--- src/sv/fwdp_pkg.sv ---
package fwdp_pkg;

    localparam int FIELD_LEN  = 16;
    localparam int INT_DIGITS = 10;
    localparam int FRAC_FIRST = 11;
    localparam int FRAC_LAST  = 13;
    localparam int FLAG_LOSS  = 14;
    localparam int FLAG_STR   = 15;
    localparam int GROUP_LEN  = 4;
    localparam int NUM_GROUPS = FIELD_LEN / GROUP_LEN;

    localparam int WORD_W     = 64;
    localparam int CHAR_W     = 8;
    localparam int DIGIT_W    = 4;
    localparam int MAG_W      = 44;
    localparam int VALUE_W    = 45;
    localparam int POS_W      = 5;
    localparam int SLOT_W     = 6;

    localparam logic [CHAR_W-1:0] CH_NEWLINE = 8'h0A;
    localparam logic [CHAR_W-1:0] CH_MINUS   = 8'h2D;
    localparam logic [CHAR_W-1:0] CH_ZERO    = 8'h30;
    localparam logic [CHAR_W-1:0] CH_NINE    = 8'h39;
    localparam logic [CHAR_W-1:0] CH_SPACE   = 8'h20;

    typedef logic [MAG_W-1:0] mag_t;

    // What one byte lane reports to the merge logic.
    typedef struct packed {
        logic [CHAR_W-1:0] ch;
        logic              minus;
        mag_t              term;
    } lane_res_t;

    // Decimal weight of each character position; the point and flag
    // characters carry no weight.
    function automatic mag_t weight_of(input int pos);
        mag_t w;
        begin
            case (pos)
                0:       w = 44'd1000000000000;
                1:       w = 44'd100000000000;
                2:       w = 44'd10000000000;
                3:       w = 44'd1000000000;
                4:       w = 44'd100000000;
                5:       w = 44'd10000000;
                6:       w = 44'd1000000;
                7:       w = 44'd100000;
                8:       w = 44'd10000;
                9:       w = 44'd1000;
                11:      w = 44'd100;
                12:      w = 44'd10;
                13:      w = 44'd1;
                default: w = '0;
            endcase
            return w;
        end
    endfunction

endpackage

--- src/sv/fwdp_lane.sv ---
module fwdp_lane (
    input  logic [fwdp_pkg::CHAR_W-1:0] ch_raw,
    input  logic                        masked,
    input  fwdp_pkg::mag_t              weight,
    input  logic                        sign_en,
    output fwdp_pkg::lane_res_t         res
);
    import fwdp_pkg::*;

    logic [CHAR_W-1:0]  ch;
    logic [DIGIT_W-1:0] digit;
    logic [CHAR_W-1:0]  diff;

    // Bytes at and after the first newline read as spaces.
    assign ch   = masked ? CH_SPACE : ch_raw;
    assign diff = ch - CH_ZERO;

    always_comb
    begin
        if (ch >= CH_ZERO && ch <= CH_NINE)
        begin
            digit = diff[DIGIT_W-1:0];
        end
        else
        begin
            digit = '0;
        end
    end

    assign res.ch    = ch;
    assign res.minus = sign_en && (ch == CH_MINUS);
    assign res.term  = weight * {{(MAG_W-DIGIT_W){1'b0}}, digit};
endmodule

--- config.mk ---
export PLATFORM = sky130hd
export DESIGN_NAME = fwdp_lane
export DESIGN_NICKNAME = d
export VERILOG_FILES = /design/src/sv/fwdp_pkg.sv /design/src/sv/fwdp_lane.sv
export SDC_FILE = /design/constraint.sdc
export NUM_CORES = 1
export LEC_CHECK = 0
export BUFFER_PORTS_ARGS = -buffer_cell sky130_fd_sc_hd__clkbuf_2
export CORE_MARGIN = 2
export CORE_UTILIZATION = 54
export DETAILED_ROUTE_END_ITERATION = 12
export PLACE_DENSITY = 0.86
export SLEW_MARGIN = 10
export SYNTH_ARGS = -nofsm -noshare
export SYNTH_HDL_FRONTEND = slang
export SYNTH_SLANG_ARGS = --single-unit
--- constraint.sdc ---
create_clock -name vclk -period 4.42
set_input_delay 0.221 -clock vclk [all_inputs]
set_output_delay 0.221 -clock vclk [all_outputs]
set_load 0.005 [all_outputs]
# After elaboration in Yosys (flattened, before gate mapping)
# Cells that the tools add are included.
# totals
input_bits	54
out_inout_bits	53
ff_bits	0
elab_cells	9
# op_classes
order_cmp	2
n_reduce_logical	2
multipliers	1
n_addsub	1
eq_ne	1
mux	2
# ops
op	count
multiplier 44 x 4 -> 44 bit	1
equality test 8 x 6 -> 1 bit, second input constant	1
>= comparator 8 x 6 -> 1 bit, second input constant	1
less-or-equal comparator 8 x 6 -> 1 bit, second input constant	1
2-to-1 mux 8 bit	1
2-to-1 mux 4 bit	1
subtractor 4 x 1 -> 4 bit, second input constant	1
logical AND 1 bit	2

# Longest topological paths before layout
# depth
ltp_word	5
depth_mapped	20
mapped_depth_nobuf	18

# Least setup slack after synthesis
# OpenSTA, ideal clock, no wires.
# synth_timing
kind	input-to-output
from	input port ch_raw[4] (netlist bit)
to	output port res[42] (netlist bit)
slack_ns	-0.484
n_path_buf	1
stages	17
arrival_time_ns	4.683
cell_sequence	nor2b_1 > nand3_1 > nor4_1 > clkbuf_1 > nand2_1 > fa_1 > fa_1 > fa_1 > and2b_1 > o2111ai_1 > a31oi_2 > a311oi_1 > a21o_1 > a211o_1 > a31oi_1 > a41oi_1 > xnor2_1
# synth_rtl
item	line_no	text
start: declaration	fwdp_lane.sv:2	input logic [fwdp_pkg::CHAR_W-1:0] ch_raw,
end: declaration	fwdp_lane.sv:6	output fwdp_pkg::lane_res_t res

==> metrics.txt <==
core outline area 10370 um2; Leak 4.474 nW; crit path DAT 5.04 ns; Tmin final 5.265 ns; failing checks setup timing; Post-DRT Antenna Nets 0; VDD IR max 0.02015 mV; vias in the first global route 6800; CP max FO 8; Syn Area/Cell 7.375 um2; Initial Util 55.76%; Post-Syn Area 5782 um2; pwr dens 15.57 nW/um2; WP data required 4.20 ns; post-synthesis sequential area ratio 0%; initial antenna violation count 0; GP Congestion 0.8794; Relative slew margins 72.59%; final hold vios 0; slowest CP cell fa_1; crit-path cells clkbuf_2 -> nor2_4 -> nand3_4 -> nor4_4 -> buf_6 -> buf_6 -> and2_1 -> fa_1 -> inv_1 -> fa_1 -> inv_2 -> ha_4 -> nand2_2 -> nor4_4 -> and3b_2 -> a311oi_4 -> a21o_1 -> a211o_1 -> a31oi_4 -> a41oi_2 -> xnor2_1 -> buf_2; antenna diode count 0; DRC viols 0; Port Buffers 107; ranking of synthesized cells by area fa_1, and2_1, inv_1, ha_1, nand2_1; Cell Area, Placed 7332 um2; worst hold path endpoint res[0]; vias per cell 6.262; crit path kind primary input to output port; Die Y 107.5 um; Die Wd 107.5 um; Layout area overhead 50.10%; WHS Path Cells 3; Max Freq 189.9 MHz; Slew Limit Fails 0; Post-DP HPWL 13320 um; Pwr Total 0.1351 mW; # Max-Cap Violations 0; period utilization 119.1%; Distinct cells, synth 56; HP Class primary input to output port; # setup viols final 31; Yosys top cell by area fa_1; status finished with violations; routed length per placed instance 22.47 um; share of the synthesized area in the top cell type 28.05%; worst slew pin tran 0.4086 ns; Synthesis Warnings 0; Layout Nets 1204; crit path launch type primary input; drt initial violations 756; Finished Cell Area 8678 um2; grt ovf 0; largest net degree at the start of global routing 23; Max stage delay on crit path 0.68 ns; via count 7258; final WL 26050 um; Rows 37; delay-heaviest family, CP simple AND/OR/NAND/NOR gates; Tot GR Track Use 33.60%; TritonRoute pass-1 iters 6; critical path launch point ch_raw[7]; Post-Syn Nets 963; Setup WS post-layout -0.8451 ns; wire length of the first global-routing pass 31460 um; Post-Synthesis Cells 784; layout cell share with drive strength beyond 1 42.13%; seq_cells 0; WP buf/inv 6; RSZ-0062 raised after global routing true; min-delay src weight[0]; fill count 487; Register Area 0 um2; Layout clock buffers 0; DIE AREA 11550 um2; Boundary Pins 107; crit end category output port
## worst min-delay path, cell delays in order
cell      delay [ns]
clkbuf_2        0.11
and2_1          0.12
clkbuf_2        0.11
## cell usage in the layout, fill, tap and decap left out, drive strengths merged, types with 5 or more instances in the layout
master    n
buf     173
inv     162
and2    120
clkbuf   96
fa       81
nand2    81
ha       44
a21oi    39
xnor2    31
o21ai    29
nor2     24
a21o     21
nor2b    10
nand3    10
a211oi   10
xor2      9
a31oi     9
o21a      8
o21bai    7
nand2b    6
nor3      5
## logic make-up (layout without fill, tap and decap cells)
logic type	after synthesis	after routing	synth area share (%)
AOI/OAI and AO/OA	149	149	18.42
xor gates and xnor gates	40	40	6.059
adders and majority gates	125	125	37.57
buffers and inverters	194	433	12.64
and+or+nand+nor	276	276	25.32
## through the flow
step                      hold WS [ns]  cells  setup WS [ns]  utilization, %   TNS, ns
after global routing            0.8052   1159         -1.136           83.69    -19.88
after global placement          0.7643   1112        -0.4028           70.70    -5.485
after CTS                       0.7677   1137        -0.3712           76.94    -3.920
after detailed placement        0.7654   1112        -0.5472           70.70    -8.141
after floorplan                 0.4696    784       -0.02197               -  -0.02197
final                           0.7878   1159        -0.8451           83.69    -13.64
## routing by layer
metal  global-route usage (%)  wire length [um]
met1                    38.97              8415
met2                    60.85             12090
met3                    3.753              2904
met4                    17.22              2536
met5                        0               102
## final cells by class
| class | instances | area (um2) | share of cell area (%) |
|---|---|---|---|
| Inverter | 163 | 616.8 | 7.108 |
| Tap cell | 136 | 170.2 | 1.961 |
| Timing Repair Buffer | 270 | 1954 | 22.52 |
| Multi-Input combinational cell | 590 | 5937 | 68.41 |
## power breakdown
group	internal [mW]	switching (mW)	total (mW)
registers	0	0	0
clock network	0	0	0
logic	0.0593	0.0758	0.135
## how the worst max path moves through the flow
stage	depth (start not counted)	to	slack, ns
finish	22	res[42]	-0.85
global placement	22	res[40]	-0.40
floorplan	17	res[42]	-0.02
global route	22	res[42]	-1.14
detailed placement	22	res[43]	-0.55
CTS	23	res[33]	-0.37
## synth_stat cells (all sizes together), types with 2 or more instances
| master | count |
|---|---|
| a211oi | 10 |
| a21boi | 2 |
| a21o | 21 |
| a21oi | 39 |
| a221o | 2 |
| a22oi | 2 |
| a31oi | 9 |
| a41oi | 4 |
| and2 | 120 |
| and3 | 4 |
| buf | 2 |
| clkbuf | 29 |
| fa | 81 |
| ha | 44 |
| inv | 163 |
| nand2 | 81 |
| nand2b | 6 |
| nand3 | 10 |
| nand4 | 3 |
| nor2 | 24 |
| nor2b | 10 |
| nor3 | 5 |
| nor3b | 3 |
| nor4 | 4 |
| o2111ai | 2 |
| o211ai | 4 |
| o21a | 8 |
| o21ai | 29 |
| o21bai | 7 |
| o221a | 2 |
| o31ai | 2 |
| or2 | 2 |
| xnor2 | 31 |
| xor2 | 9 |
## repair_timing
action	CTS	global route
buffers inserted	25	21
pin swaps	60	82
gates cloned	2	1
hold buffers	0	0
gates resized for setup	95	120
setup endpoints to repair	26	28
(Power assumes the default switching activity.)
