File: src/sv/fwdp_pkg.sv
package fwdp_pkg;

    localparam int FIELD_LEN  = 16;
    localparam int INT_DIGITS = 10;
    localparam int FRAC_FIRST = 11;
    localparam int FRAC_LAST  = 13;
    localparam int FLAG_LOSS  = 14;
    localparam int FLAG_STR   = 15;
    localparam int GROUP_LEN  = 4;
    localparam int NUM_GROUPS = FIELD_LEN / GROUP_LEN;

    localparam int WORD_W     = 64;
    localparam int CHAR_W     = 8;
    localparam int DIGIT_W    = 4;
    localparam int MAG_W      = 44;
    localparam int VALUE_W    = 45;
    localparam int POS_W      = 5;
    localparam int SLOT_W     = 6;

    localparam logic [CHAR_W-1:0] CH_NEWLINE = 8'h0A;
    localparam logic [CHAR_W-1:0] CH_MINUS   = 8'h2D;
    localparam logic [CHAR_W-1:0] CH_ZERO    = 8'h30;
    localparam logic [CHAR_W-1:0] CH_NINE    = 8'h39;
    localparam logic [CHAR_W-1:0] CH_SPACE   = 8'h20;

    typedef logic [MAG_W-1:0] mag_t;

    // What one byte lane reports to the merge logic.
    typedef struct packed {
        logic [CHAR_W-1:0] ch;
        logic              minus;
        mag_t              term;
    } lane_res_t;

    // Decimal weight of each character position; the point and flag
    // characters carry no weight.
    function automatic mag_t weight_of(input int pos);
        mag_t w;
        begin
            case (pos)
                0:       w = 44'd1000000000000;
                1:       w = 44'd100000000000;
                2:       w = 44'd10000000000;
                3:       w = 44'd1000000000;
                4:       w = 44'd100000000;
                5:       w = 44'd10000000;
                6:       w = 44'd1000000;
                7:       w = 44'd100000;
                8:       w = 44'd10000;
                9:       w = 44'd1000;
                11:      w = 44'd100;
                12:      w = 44'd10;
                13:      w = 44'd1;
                default: w = '0;
            endcase
            return w;
        end
    endfunction

endpackage

File: src/sv/fwdp_merge.sv
module fwdp_merge (
    input  logic                                clk,
    input  logic                                en,
    input  fwdp_pkg::mag_t                      terms [fwdp_pkg::FIELD_LEN],
    input  logic                                negative,
    output logic signed [fwdp_pkg::VALUE_W-1:0] value_milli
);
    import fwdp_pkg::*;

    mag_t group_reg  [NUM_GROUPS];
    mag_t group_next [NUM_GROUPS];
    logic neg_reg;
    mag_t total;
    logic signed [VALUE_W-1:0] value_next;
    logic signed [VALUE_W-1:0] value_reg;

    // First level: four lanes summed into each group register.
    always_comb
    begin
        for (int g = 0; g < NUM_GROUPS; g++)
        begin
            group_next[g] = terms[g*GROUP_LEN]   + terms[g*GROUP_LEN+1]
                          + terms[g*GROUP_LEN+2] + terms[g*GROUP_LEN+3];
        end
    end

    // Second level: group sums added and the sign applied.
    always_comb
    begin
        total = '0;
        for (int g = 0; g < NUM_GROUPS; g++)
        begin
            total = total + group_reg[g];
        end
        if (neg_reg)
        begin
            value_next = -$signed({1'b0, total});
        end
        else
        begin
            value_next = $signed({1'b0, total});
        end
    end

    always_ff @(posedge clk)
    begin
        if (en)
        begin
            group_reg <= group_next;
            neg_reg   <= negative;
            value_reg <= value_next;
        end
    end

    assign value_milli = value_reg;
endmodule

File: config.mk
export PLATFORM = sky130hd
export DESIGN_NAME = fwdp_merge
export DESIGN_NICKNAME = d
export VERILOG_FILES = /design/src/sv/fwdp_pkg.sv /design/src/sv/fwdp_merge.sv
export SDC_FILE = /design/constraint.sdc
export NUM_CORES = 1
export LEC_CHECK = 0
export ABC_AREA = 1
export BUFFER_PORTS_ARGS = -buffer_cell sky130_fd_sc_hd__buf_2
export CAP_MARGIN = 20
export CORE_ASPECT_RATIO = 0.6
export CORE_MARGIN = 1
export CORE_UTILIZATION = 38
export CTS_CLUSTER_DIAMETER = 50
export DETAILED_ROUTE_END_ITERATION = 10
export PLACE_DENSITY_LB_ADDON = 0.05
export SYNTH_ARGS = -nofsm -noshare
export SYNTH_HDL_FRONTEND = slang
export SYNTH_SLANG_ARGS = --single-unit
File: constraint.sdc
create_clock -name clk -period 7 [get_ports clk]
set_clock_uncertainty 0.05 [all_clocks]
set_input_delay 1.75 -clock clk [delete_from_list [all_inputs] [get_ports clk]]
set_output_delay 1.75 -clock clk [all_outputs]
set_load 0.005 [all_outputs]
* Yosys cells after proc, flatten, opt, wreduce, memory -nomap -nowiden
Cells that the tools add are included.
** Cells by class
- Add/subtract/negate cells :: 16
- Muxes and demuxes :: 1
** Operator list (number)
- 44-bit adder :: 15
- 44-bit negator with 45-bit output :: 1
- 44-bit two-way mux :: 1
** Word-level totals
- Bits in registers :: 222
- Input bits :: 707
- Output and inout bits :: 45
- Word-level logic and storage cells :: 24

* Logic depth before layout (Yosys ltp)
Gate-level depths: netlist of run 1.
- Word-level depth :: 5
- Gate-level depth with buffers :: 26
- Gate-level depth less buffers :: 26

* Least setup slack after synthesis of run 1
OpenSTA, ideal clock, no wires.
- Kind :: input port to flip-flop
- Start point :: input terms[353] (netlist bit)
- End point :: register group_reg[129] (netlist bit), data pin
- Setup time :: 0.252 ns
- Arrival time :: 4.829 ns
- Required time :: 6.698 ns
- Setup slack :: 1.869 ns
- Stages :: 17
- Path buffers :: 0
- Cell sequence :: fa_1 > fa_1 > ha_1 > inv_1 > fa_1 > inv_1 > nand3_1 > nand2_1 > a21oi_1 > o21ai_0 > a21boi_0 > o21ai_0 > nand4_1 > nand2_1 > a21oi_1 > nand2_1 > nand2_1
** RTL lines
- start: declaration :: line fwdp_merge.sv:4 : input fwdp_pkg::mag_t terms [fwdp_pkg::FIELD_LEN],
- end signal: assignment :: line fwdp_merge.sv:49 : group_reg <= group_next;
- end: declaration :: line fwdp_merge.sv:10 : mag_t group_reg [NUM_GROUPS];

==> qor.csv, run 1 <==
stage;metric;value;unit
run;max_cap viols;0;
setup_path;crit end category;flop;
route;post-route DRC violation count;0;
grt;global-route usage over all layers;27.0;%
grt;number of global-route vias before repair;27600;
clock_network;Clock Pin Slew Worst Setup and Hold Paths;0.06;ns
setup_path;data arrival at the endpoint of the critical path;5.82;ns
synthesis;synthesized area divided by synthesized cell count;8.61;um2
route;wirelength, routed;111000;um
clock_network;H-tree Lvls;1;
run_status;status;completed;
floorplanning;core area;80000;um2
synthesis;share of flip-flops with an asynchronous set or reset after synthesis;0;%
synthesis;Post-Syn Nets;4939;
setup_path;category of the worst setup path launch point;primary input;
cells_and_area;NumNets Final;5723;
cells_and_area;share of cells above drive strength 1;19.5;%
synthesis;area of the mapped netlist;30900;um2
clock_network;TritonCTS Buffers;28;
timing;Max Slew Vio Count;0;
cells_and_area;number of flip-flops under the largest register name;176;
timing;setup repair after global routing missed its margin;false;
floorplanning;area enclosed by the die boundary;82500;um2
synthesis;distinct cell type count after synthesis;50;
floorplanning;number of standard-cell rows in the floorplan;80;
route;overall via count from detail_route;27200;
grt;largest net degree at the start of global routing;105;
setup_path;critical-path maximum fanout;6;
grt;number of antenna violations at the first check in global routing;8;
clock_network;total clock sinks;222;
timing;final count of negative-setup-slack endpoints;0;
clock_network;quantity of hold-fixing buffers added after cts;0;
synthesis;most frequent cells after synthesis;sky130_fd_sc_hd__nand2_1 (707), sky130_fd_sc_hd__inv_1 (665), sky130_fd_sc_hd__fa_1 (430);
synthesis;predominant post-synthesis flop cell;sky130_fd_sc_hd__edfxtp_1;
placed_design;Routability Congestion;0.988;
placed_design;placed wire-length estimate after detailed placement;101000;um
clock_network;clock tree root buffer cell;sky130_fd_sc_hd__clkbuf_16;
route;final antenna-violating net count;0;
grt;residual overflow from global routing;0;
clock_network;later-pin clock latency in the skew report;0.59;ns
synthesis;number of synthesized flops with an enable pin;222;
cells_and_area;Area Growth Syn to Fin;19.7;%
synthesis;Seq/Total Area, Yosys;21.6;%
timing;tightest slew margin relative to the limit;29.5;%
floorplanning;Die Span X;370;um
synthesis;synthesized netlist cell count;3586;
worst_hold_path;Hold Crit Class;reg -> reg;
timing;Worst-Margin Slew;1.05;ns
clock_network;CTS-repair resized insts;0;
timing;shortest clock period the worst path allows after layout;5.57;ns
synthesis;Synth warnings;0;
route;routed vias/inst;4.99;
floorplanning;height of the die;223;um
route;DR iter-0 viols;2305;
route;average wire per cell in the routed design;20.4;um
floorplanning;Initial Util;38.6;%
clock_network;Max Buffers Root-to-Sink;3;
clock_network;TritonCTS clock tree;built;
synthesis;top-count cell post-synth;sky130_fd_sc_hd__nand2_1;
setup_path;worst path required time;7.25;ns
grt;first-pass GRT wire length;167000;um
floorplanning;IO Count;752;
placed_design;count of input and output buffers;751;
synthesis;proportion of netlist area held by the largest area contributor;27.9;%
timing;Setup TNS Final;0;ns
clock_network;post-CTS repair timing setup buffer count;0;
synthesis;flop and latch count out of synthesis;222;
synthesis;top area cells in the synthesized netlist;sky130_fd_sc_hd__fa_1 (28%), sky130_fd_sc_hd__edfxtp_1 (22%), sky130_fd_sc_hd__ha_1 (8.8%), sky130_fd_sc_hd__nand2_1 (8.6%), sky130_fd_sc_hd__inv_1 (8.1%);
synthesis;cell type with the highest aggregate area in the netlist;sky130_fd_sc_hd__fa_1;
route;First-pass DRT Iterations;6;
timing;Final Hold Violating Endpoints;0;
timing;final worst-path cycle share;79.5;%
setup_path;category of the most critical setup path;in -> reg;
timing;fmax;0.180;GHz
==> cell usage in the layout, fill, tap and decap left out, types with 58 or more instances in the layout <==
cell type / instances
sky130_fd_sc_hd__nand3_1: 119
sky130_fd_sc_hd__xor2_1: 139
sky130_fd_sc_hd__a31oi_1: 58
sky130_fd_sc_hd__a21oi_1: 246
sky130_fd_sc_hd__inv_1: 665
sky130_fd_sc_hd__xnor2_1: 82
sky130_fd_sc_hd__edfxtp_1: 222
sky130_fd_sc_hd__fa_1: 430
sky130_fd_sc_hd__nor2_1: 298
sky130_fd_sc_hd__ha_1: 216
sky130_fd_sc_hd__nand2_1: 707
sky130_fd_sc_hd__o21ai_0: 133
sky130_fd_sc_hd__buf_2: 750
==> path summary, 6_finish.rpt <==
path / start / end / slack, ns / depth (start not counted)
max: terms[199] / group_reg[80] / 1.43 / 11
min: group_reg[132] / value_milli[0] / 0.54 / 1
max reg2reg: group_reg[1] / value_milli[43] / 2.46 / 22
min reg2reg: group_reg[132] / value_milli[0] / 0.54 / 1
==> metal layers <==
| metal | routed length, um | GRT usage (%) |
|---|---|---|
| met1 | 54800 | 41.4 |
| met3 | 8210 | 5.47 |
| met2 | 46200 | 39.4 |
| met5 | 120 | 1.05 |
| met4 | 1870 | 4.37 |
==> per-stage QoR <==
step / hold slack [ns] / instances / cell area [um2] / setup slack (ns) / util [%]
after global routing: 0.572 / 5462 / 37000 / 1.15 / 46.2
final: 0.540 / 5462 / 37000 / 1.43 / 46.2
after global placement: 0.526 / 5406 / 36000 / 1.04 / 45.0
after floorplan: 0.498 / 3586 / 30900 / 1.87 / -
after detailed placement: 0.535 / 5406 / 36000 / 0.887 / 45.0
after CTS: 0.547 / 5457 / 37000 / 1.49 / 46.2
==> area by class of cell <==
class	count	area [um2]
clock buffers	31	712
clock inverters	20	214
repair buffers	759	3830
well taps	1066	1330
diodes	5	12.5
fillers	8255	43000
multi-input cells	2685	21700
flip-flops and latches	222	6670
inverters	674	2530
==> kinds of logic (layout without fill, tap and decap cells) <==
family / Yosys count / after routing / synth area share, %
adder cells (fa/ha/maj): 646 / 646 / 36.6
XOR/XNOR: 222 / 222 / 6.32
AO/OA/AOI/OAI: 551 / 551 / 10.1
buffers and inverters: 679 / 1484 / 8.26
flip-flops: 222 / 222 / 21.6
AND/OR/NAND/NOR: 1266 / 1266 / 17.1
other: 0 / 5 / 0
==> critical path: stages <==
cell and delay, ns:
sky130_fd_sc_hd__buf_2 0.12, sky130_fd_sc_hd__fa_1 0.56, sky130_fd_sc_hd__fa_1 0.42, sky130_fd_sc_hd__ha_1 0.39, sky130_fd_sc_hd__a21oi_1 0.17, sky130_fd_sc_hd__inv_1 0.07
sky130_fd_sc_hd__a31oi_1 0.29, sky130_fd_sc_hd__o21ai_0 0.22, sky130_fd_sc_hd__a221oi_1 0.89, sky130_fd_sc_hd__nand3_1 0.62, sky130_fd_sc_hd__xor2_1 0.31
Power of run 1 is left out: the tool's default activity adds up to more than one toggle a clock period on the data nets, which glitch-free logic cannot reach.
==> inputs of run 2 (changes only) <==
Clock period 7 ns to 5.1 ns, I/O delays scaled along.
==> run 2 against run 1 <==
Effect of this change: worst setup slack lost 0.84 ns; cell area grew 1.6%; largest cell class unchanged; via count grew 0.76%; register-to-register slack lost 1.9 ns; global-route usage grew 0.17 points; critical endpoint is now group_reg[73]; non-clock buffer count grew 75; flip-flop and latch count is the same; critical path type unchanged.
==> qor.csv, run 2 (synthesis gave the netlist of run 1 again) <==
stage;metric;value;unit;change
setup_path;worst path required time;5.37;ns;-1.88 ns
timing;Worst-Margin Slew;1.03;ns;-0.0180 ns
timing;final worst-path cycle share;88.5;%;
placed_design;placed wire-length estimate after detailed placement;102000;um;+0.54%
setup_path;standard cell with the maximum stage delay on the critical path;sky130_fd_sc_hd__fa_1;;
grt;first-pass GRT wire length;167000;um;+0.26%
route;post-route DRC violation count;0;;unchanged
cells_and_area;area of combinational cells with multiple inputs;21700;um2;unchanged
setup_path;category of the most critical setup path;in -> reg;;
cells_and_area;NumNets Final;5798;;+1.3%
route;final antenna-violating net count;0;;unchanged
setup_path;number of buffers and inverters on the critical path;4;;+2
cells_and_area;combined flip-flop and latch cell area;6670;um2;unchanged
run_status;status;completed;;
clock_network;H-tree Lvls;1;;unchanged
clock_network;CTS-repair resized insts;0;;unchanged
route;wirelength, routed;112000;um;+0.71%
floorplanning;Die Span X;370;um;unchanged
timing;setup repair after global routing missed its margin;false;;
floorplanning;core area;80000;um2;unchanged
worst_hold_path;startpoint of the most critical hold path;group_reg[132];;
route;DR iter-0 viols;2333;;+1.2%
clock_network;Clock Pin Slew Worst Setup and Hold Paths;0.07;ns;about the same
floorplanning;area enclosed by the die boundary;82500;um2;unchanged
clock_network;quantity of hold-fixing buffers added after cts;0;;unchanged
route;overall via count from detail_route;27400;;+0.76%
setup_path;crit end category;flop;;
floorplanning;number of standard-cell rows in the floorplan;80;;unchanged
setup_path;setup slack on the worst flop-to-flop path;0.61;ns;-1.85 ns
cells_and_area;total of fill cells in the finished design;8192;;-0.76%
setup_path;most used cell along the critical path;sky130_fd_sc_hd__fa_1;;
cells_and_area;commonest cells after routing, fill and taps aside;sky130_fd_sc_hd__buf_2 (750), sky130_fd_sc_hd__nand2_1 (707), sky130_fd_sc_hd__inv_1 (665);;
setup_path;largest delay contributor family on the critical path;adder cells;;
cells_and_area;most frequent standard cell in the layout excluding fill and tap cells;sky130_fd_sc_hd__buf_2;;
grt;global-route usage over all layers;27.2;%;+0.17 points
setup_path;slowest stage delay, CP;0.55;ns;-0.34 ns
clock_network;Max Buffers Root-to-Sink;3;;unchanged
setup_path;data arrival at the endpoint of the critical path;4.78;ns;-1.04 ns
route;First-pass DRT Iterations;6;;unchanged
clock_network;post-CTS repair timing setup buffer count;0;;unchanged
grt;number of global-route vias before repair;27800;;+0.58%
grt;largest net degree at the start of global routing;68;;-35%
floorplanning;height of the die;223;um;unchanged
cells_and_area;share of cells above drive strength 1;20.9;%;+1.5 points
timing;shortest clock period the worst path allows after layout;4.51;ns;
setup_path;category of the worst setup path launch point;primary input;;
run;max_cap viols;0;;unchanged
timing;final count of negative-setup-slack endpoints;0;;unchanged
placed_design;Routability Congestion;0.951;;-3.8%
placed_design;number of placed instances, taps included;5481;;+1.4%
floorplanning;IO Count;752;;unchanged
clock_network;clock tree root buffer cell;sky130_fd_sc_hd__clkbuf_16;;
setup_path;critical path cell sequence;buf_2 -> fa_1 -> fa_1 -> ha_1 -> inv_1 -> fa_1 -> inv_1 -> nand3_1 -> nand2_1 -> a21oi_1 -> o21ai_1 -> a21boi_0 -> o21ai_1 -> buf_4 -> a21boi_0 -> o21ai_0 -> xor2_1;;
grt;residual overflow from global routing;0;;unchanged
setup_path;critical-path maximum fanout;4;;-2
clock_network;total clock sinks;222;;unchanged
clock_network;later-pin clock latency in the skew report;0.59;ns;about the same
floorplanning;Initial Util;38.6;%;unchanged
setup_path;critical path depth in cells;17;;+6
timing;worst setup margin;0.588;ns;-0.844 ns
timing;Worst Hold Slack;0.547;ns;+0.00735 ns
placed_design;Post-Place Worst Slack;0.0854;ns;-0.802 ns
timing;tightest slew margin relative to the limit;31.2;%;+1.7 points
cells_and_area;Post-Layout Cell Count;5536;;+1.4%
placed_design;count of input and output buffers;751;;unchanged
grt;number of antenna violations at the first check in global routing;9;;+1
route;average wire per cell in the routed design;20.2;um;-0.64%
worst_hold_path;endpoint of the worst hold-timing path;value_milli[0];;
timing;Setup TNS Final;0;ns;unchanged
cells_and_area;number of flip-flops under the largest register name;176;;unchanged
worst_hold_path;hold path depth;1;;unchanged
cells_and_area;Area Growth Syn to Fin;21.6;%;
timing;Max Slew Vio Count;0;;unchanged
timing;Final Hold Violating Endpoints;0;;unchanged
timing;fmax;0.222;GHz;
clock_network;TritonCTS clock tree;built;;
route;routed vias/inst;4.96;;-0.59%
worst_hold_path;Hold Crit Class;reg -> reg;;
setup_path;origin of the critical flop-to-flop path;group_reg[1];;
setup_path;Critical R2R Capture;value_milli[42];;
clock_network;TritonCTS Buffers;28;;unchanged
setup_path;Worst Reg-to-Reg Cells;21;;-4.5%
-- run 2: cell type report --
type / count / share of cell area (%)
multi-input cells: 2685 / 57.7
flip-flops and latches: 222 / 17.8
repair buffers: 834 / 11.8
inverters: 674 / 6.74
well taps: 1066 / 3.55
clock buffers: 30 / 1.94
clock inverters: 22 / 0.483
diodes: 3 / 0.0200
-- run 2: per-layer routing --
metal / vias to the layer above / track usage (%) / wire (um)
li1: 13300 / - / -
met1: 13200 / 41.9 / 55000
met2: 912 / 39.9 / 46800
met3: 67 / 5.07 / 8360
met4: 0 / 4.24 / 1770
met5: - / 0 / 0
-- run 2: metrics by stage --
stage	utilization, %	cell area, um2
finish	46.9	37500
global placement	45.8	36600
global route	46.9	37500
CTS	46.9	37500
floorplan	-	30900
detailed placement	45.8	36600
-- run 2: how the worst max path moves through the flow --
| stage | start | end | slack, ns |
|---|---|---|---|
| floorplan | terms[353] | group_reg[129] | 0.44 |
| global placement | terms[184] | group_reg[82] | 0.08 |
| detailed placement | terms[353] | group_reg[129] | 0.09 |
| global route | group_reg[8] | value_milli[42] | 0.31 |
| CTS | group_reg[1] | value_milli[40] | 0.68 |
| finish | terms[177] | group_reg[73] | 0.59 |
Power of run 2 is left out for the same reason.
==> inputs of run 3 (changes only) <==
--- a/config.mk
+++ b/config.mk
@@ -8,9 +8,8 @@
 export ABC_AREA = 1
-export BUFFER_PORTS_ARGS = -buffer_cell sky130_fd_sc_hd__buf_2
 export CAP_MARGIN = 20
-export CORE_ASPECT_RATIO = 0.6
-export CORE_MARGIN = 1
-export CORE_UTILIZATION = 38
+export CORE_AREA = 2 2 289 291
 export CTS_CLUSTER_DIAMETER = 50
 export DETAILED_ROUTE_END_ITERATION = 10
+export DIE_AREA = 0 0 291 293
+export DONT_BUFFER_PORTS = 1
 export PLACE_DENSITY_LB_ADDON = 0.05
--- a/constraint.sdc
+++ b/constraint.sdc
@@ -4,2 +4,2 @@
 set_output_delay 1.275 -clock clk [all_outputs]
-set_load 0.005 [all_outputs]
+set_load 0.1 [all_outputs]
==> run 3 against run 2 <==
Effect of this change: die area is 3.4% higher; highest routed layer unchanged; non-clock buffer count is 776 lower; maximum frequency decreased by 1.9%; worst hold slack better by 0.035 ns; worst setup slack got worse by 0.089 ns; count of clock-buffer cells in the layout rose by 14.
==> qor.csv, run 3 (synthesis gave the netlist of run 1 again) <==
stage;metric;value;unit;change
route;overall via count from detail_route;24700;;-9.8%
grt;global-route usage over all layers;25.7;%;-1.5 points
route;DR iter-0 viols;1535;;-34%
floorplanning;Initial Util;37.7;%;-0.88 points
route;average wire per cell in the routed design;22.9;um;+13%
route;First-pass DRT Iterations;5;;-1
route;routed vias/inst;5.18;;+4.4%
cells_and_area;NumNets Final;5032;;-13%
cells_and_area;Layout Utilization;41.5;%;-5.5 points
timing;tightest slew margin relative to the limit;38.0;%;+6.8 points
floorplanning;height of the die;293;um;+31%
cells_and_area;commonest cells after routing, fill and taps aside;sky130_fd_sc_hd__nand2_1 (707), sky130_fd_sc_hd__inv_1 (665), sky130_fd_sc_hd__fa_1 (430);;
grt;M2 GR Usage;42.8;%;+2.9 points
worst_hold_path;Hold Crit Class;reg -> reg;;
setup_path;critical-path maximum fanout;5;;+1
cells_and_area;share of cells above drive strength 1;4.61;%;-16 points
cells_and_area;combined flip-flop and latch cell area;6670;um2;unchanged
clock_network;clock tree root buffer cell;sky130_fd_sc_hd__clkbuf_16;;
grt;largest net degree at the start of global routing;223;;+230%
setup_path;category of the worst setup path launch point;primary input;;
run;max_cap viols;0;;unchanged
placed_design;Placed Instance Area;32600;um2;-11%
floorplanning;IO Count;752;;unchanged
clock_network;Max Buffers Root-to-Sink;3;;unchanged
timing;Final Hold Violating Endpoints;0;;unchanged
cells_and_area;Area Growth Syn to Fin;9.92;%;
cells_and_area;total of fill cells in the finished design;8399;;+2.5%
timing;Max Slew Vio Count;0;;unchanged
cells_and_area;most frequent standard cell in the layout excluding fill and tap cells;sky130_fd_sc_hd__nand2_1;;
placed_design;count of input and output buffers;0;;-100%
setup_path;worst path required time;5.35;ns;-0.02 ns
cells_and_area;number of flip-flops under the largest register name;176;;unchanged
clock_network;TritonCTS Buffers;38;;+36%
placed_design;placed wire-length estimate after detailed placement;99600;um;-2.0%
grt;routing usage on met3;3.18;%;-1.9 points
setup_path;category of the most critical setup path;in -> reg;;
grt;met1 GRT Util;34.9;%;-7.0 points
clock_network;total clock sinks;222;;unchanged
route;final antenna-violating net count;0;;unchanged
clock_network;quantity of hold-fixing buffers added after cts;0;;unchanged
clock_network;Clock Pin Slew Worst Setup and Hold Paths;0.05;ns;-0.02 ns
clock_network;post-CTS repair timing setup buffer count;0;;unchanged
grt;busiest metal layer after global routing;met2;;
timing;setup repair after global routing missed its margin;false;;
grt;residual overflow from global routing;0;;unchanged
floorplanning;Die Span X;291;um;-21%
timing;shortest clock period the worst path allows after layout;4.60;ns;+0.0889 ns
timing;final count of negative-setup-slack endpoints;0;;unchanged
timing;fmax;0.217;GHz;-1.9%
clock_network;TritonCTS clock tree;built;;
cells_and_area;area of combinational cells with multiple inputs;21700;um2;unchanged
setup_path;crit end category;flop;;
grt;number of antenna violations at the first check in global routing;2;;-7
placed_design;Routability Congestion;1.03;;+8.4%
timing;final worst-path cycle share;90.2;%;+1.7 points
run_status;status;completed;;
route;post-route DRC violation count;0;;unchanged
grt;number of global-route vias before repair;26300;;-5.2%
floorplanning;number of standard-cell rows in the floorplan;105;;+31%
timing;Worst-Margin Slew;0.932;ns;-0.0960 ns
grt;first-pass GRT wire length;164000;um;-2.2%
clock_network;later-pin clock latency in the skew report;0.56;ns;-0.03 ns
floorplanning;core area;81800;um2;+2.3%
clock_network;CTS-repair resized insts;0;;unchanged
route;wirelength, routed;110000;um;-2.1%
cells_and_area;post-route cell area;34000;um2;-9.6%
setup_path;data arrival at the endpoint of the critical path;4.85;ns;+0.07 ns
floorplanning;area enclosed by the die boundary;85300;um2;+3.4%
clock_network;H-tree Lvls;2;;+1
[run 3: cell count changes in the layout (fill, tap and decap cells not counted), sizes merged]
cell	delta
diode	-1
inv	+1
clkinvlp	-2
clkbuf	+14
bufinv	+4
buf	-776
[run 3: layout make-up]
class                   instances  area share [%]
clock inverters                25           0.980
well taps                    1070            3.94
flip-flops and latches        222            19.6
clock buffers                  44            2.87
diodes                          2          0.0147
multi-input cells            2685            63.8
inverters                     674            7.45
repair buffers                 58            1.28
[run 3: routing by layer]
metal / vias up / part of all wire [%]
met5: - / 0
met4: 0 / 3.6
met3: 120 / 4.7
met2: 755 / 47
met1: 12100 / 45
li1: 11800 / -
[run 3: metrics by stage]
| step | hold slack, ns | setup WS [ns] | TNS, ns | std cells |
|---|---|---|---|---|
| floorplan | 0.498 | 0.444 | 0 | 3586 |
| global placement | 0.594 | -0.0737 | -0.0737 | 4709 |
| detailed placement | 0.594 | 0.0347 | 0 | 4709 |
| CTS | 0.603 | 0.612 | 0 | 4778 |
| global route | 0.609 | 0.248 | 0 | 4779 |
| finish | 0.582 | 0.499 | 0 | 4780 |
[run 3: final timing paths]
check,slack [ns],start,endpoint,cells past startpoint
min reg2reg,0.58,group_reg[132],value_milli[0],1
max,0.50,terms[183],group_reg[82],13
min,0.58,group_reg[132],value_milli[0],1
max reg2reg,0.69,group_reg[47],value_milli[42],23
[run 3: critical path, stage by stage]
cell                       delay [ns]
sky130_fd_sc_hd__fa_1            0.54
sky130_fd_sc_hd__fa_1            0.42
sky130_fd_sc_hd__ha_1            0.39
sky130_fd_sc_hd__nand2_1         0.10
sky130_fd_sc_hd__nor2_1          0.16
sky130_fd_sc_hd__nand4_1         0.21
sky130_fd_sc_hd__o21a_1          0.28
sky130_fd_sc_hd__o21ai_0         0.48
sky130_fd_sc_hd__nand4_1         0.34
sky130_fd_sc_hd__a21boi_0        0.41
sky130_fd_sc_hd__o21ai_0         0.14
sky130_fd_sc_hd__inv_1           0.07
sky130_fd_sc_hd__nor2_1          0.04
Power of run 3 is left out for the same reason.
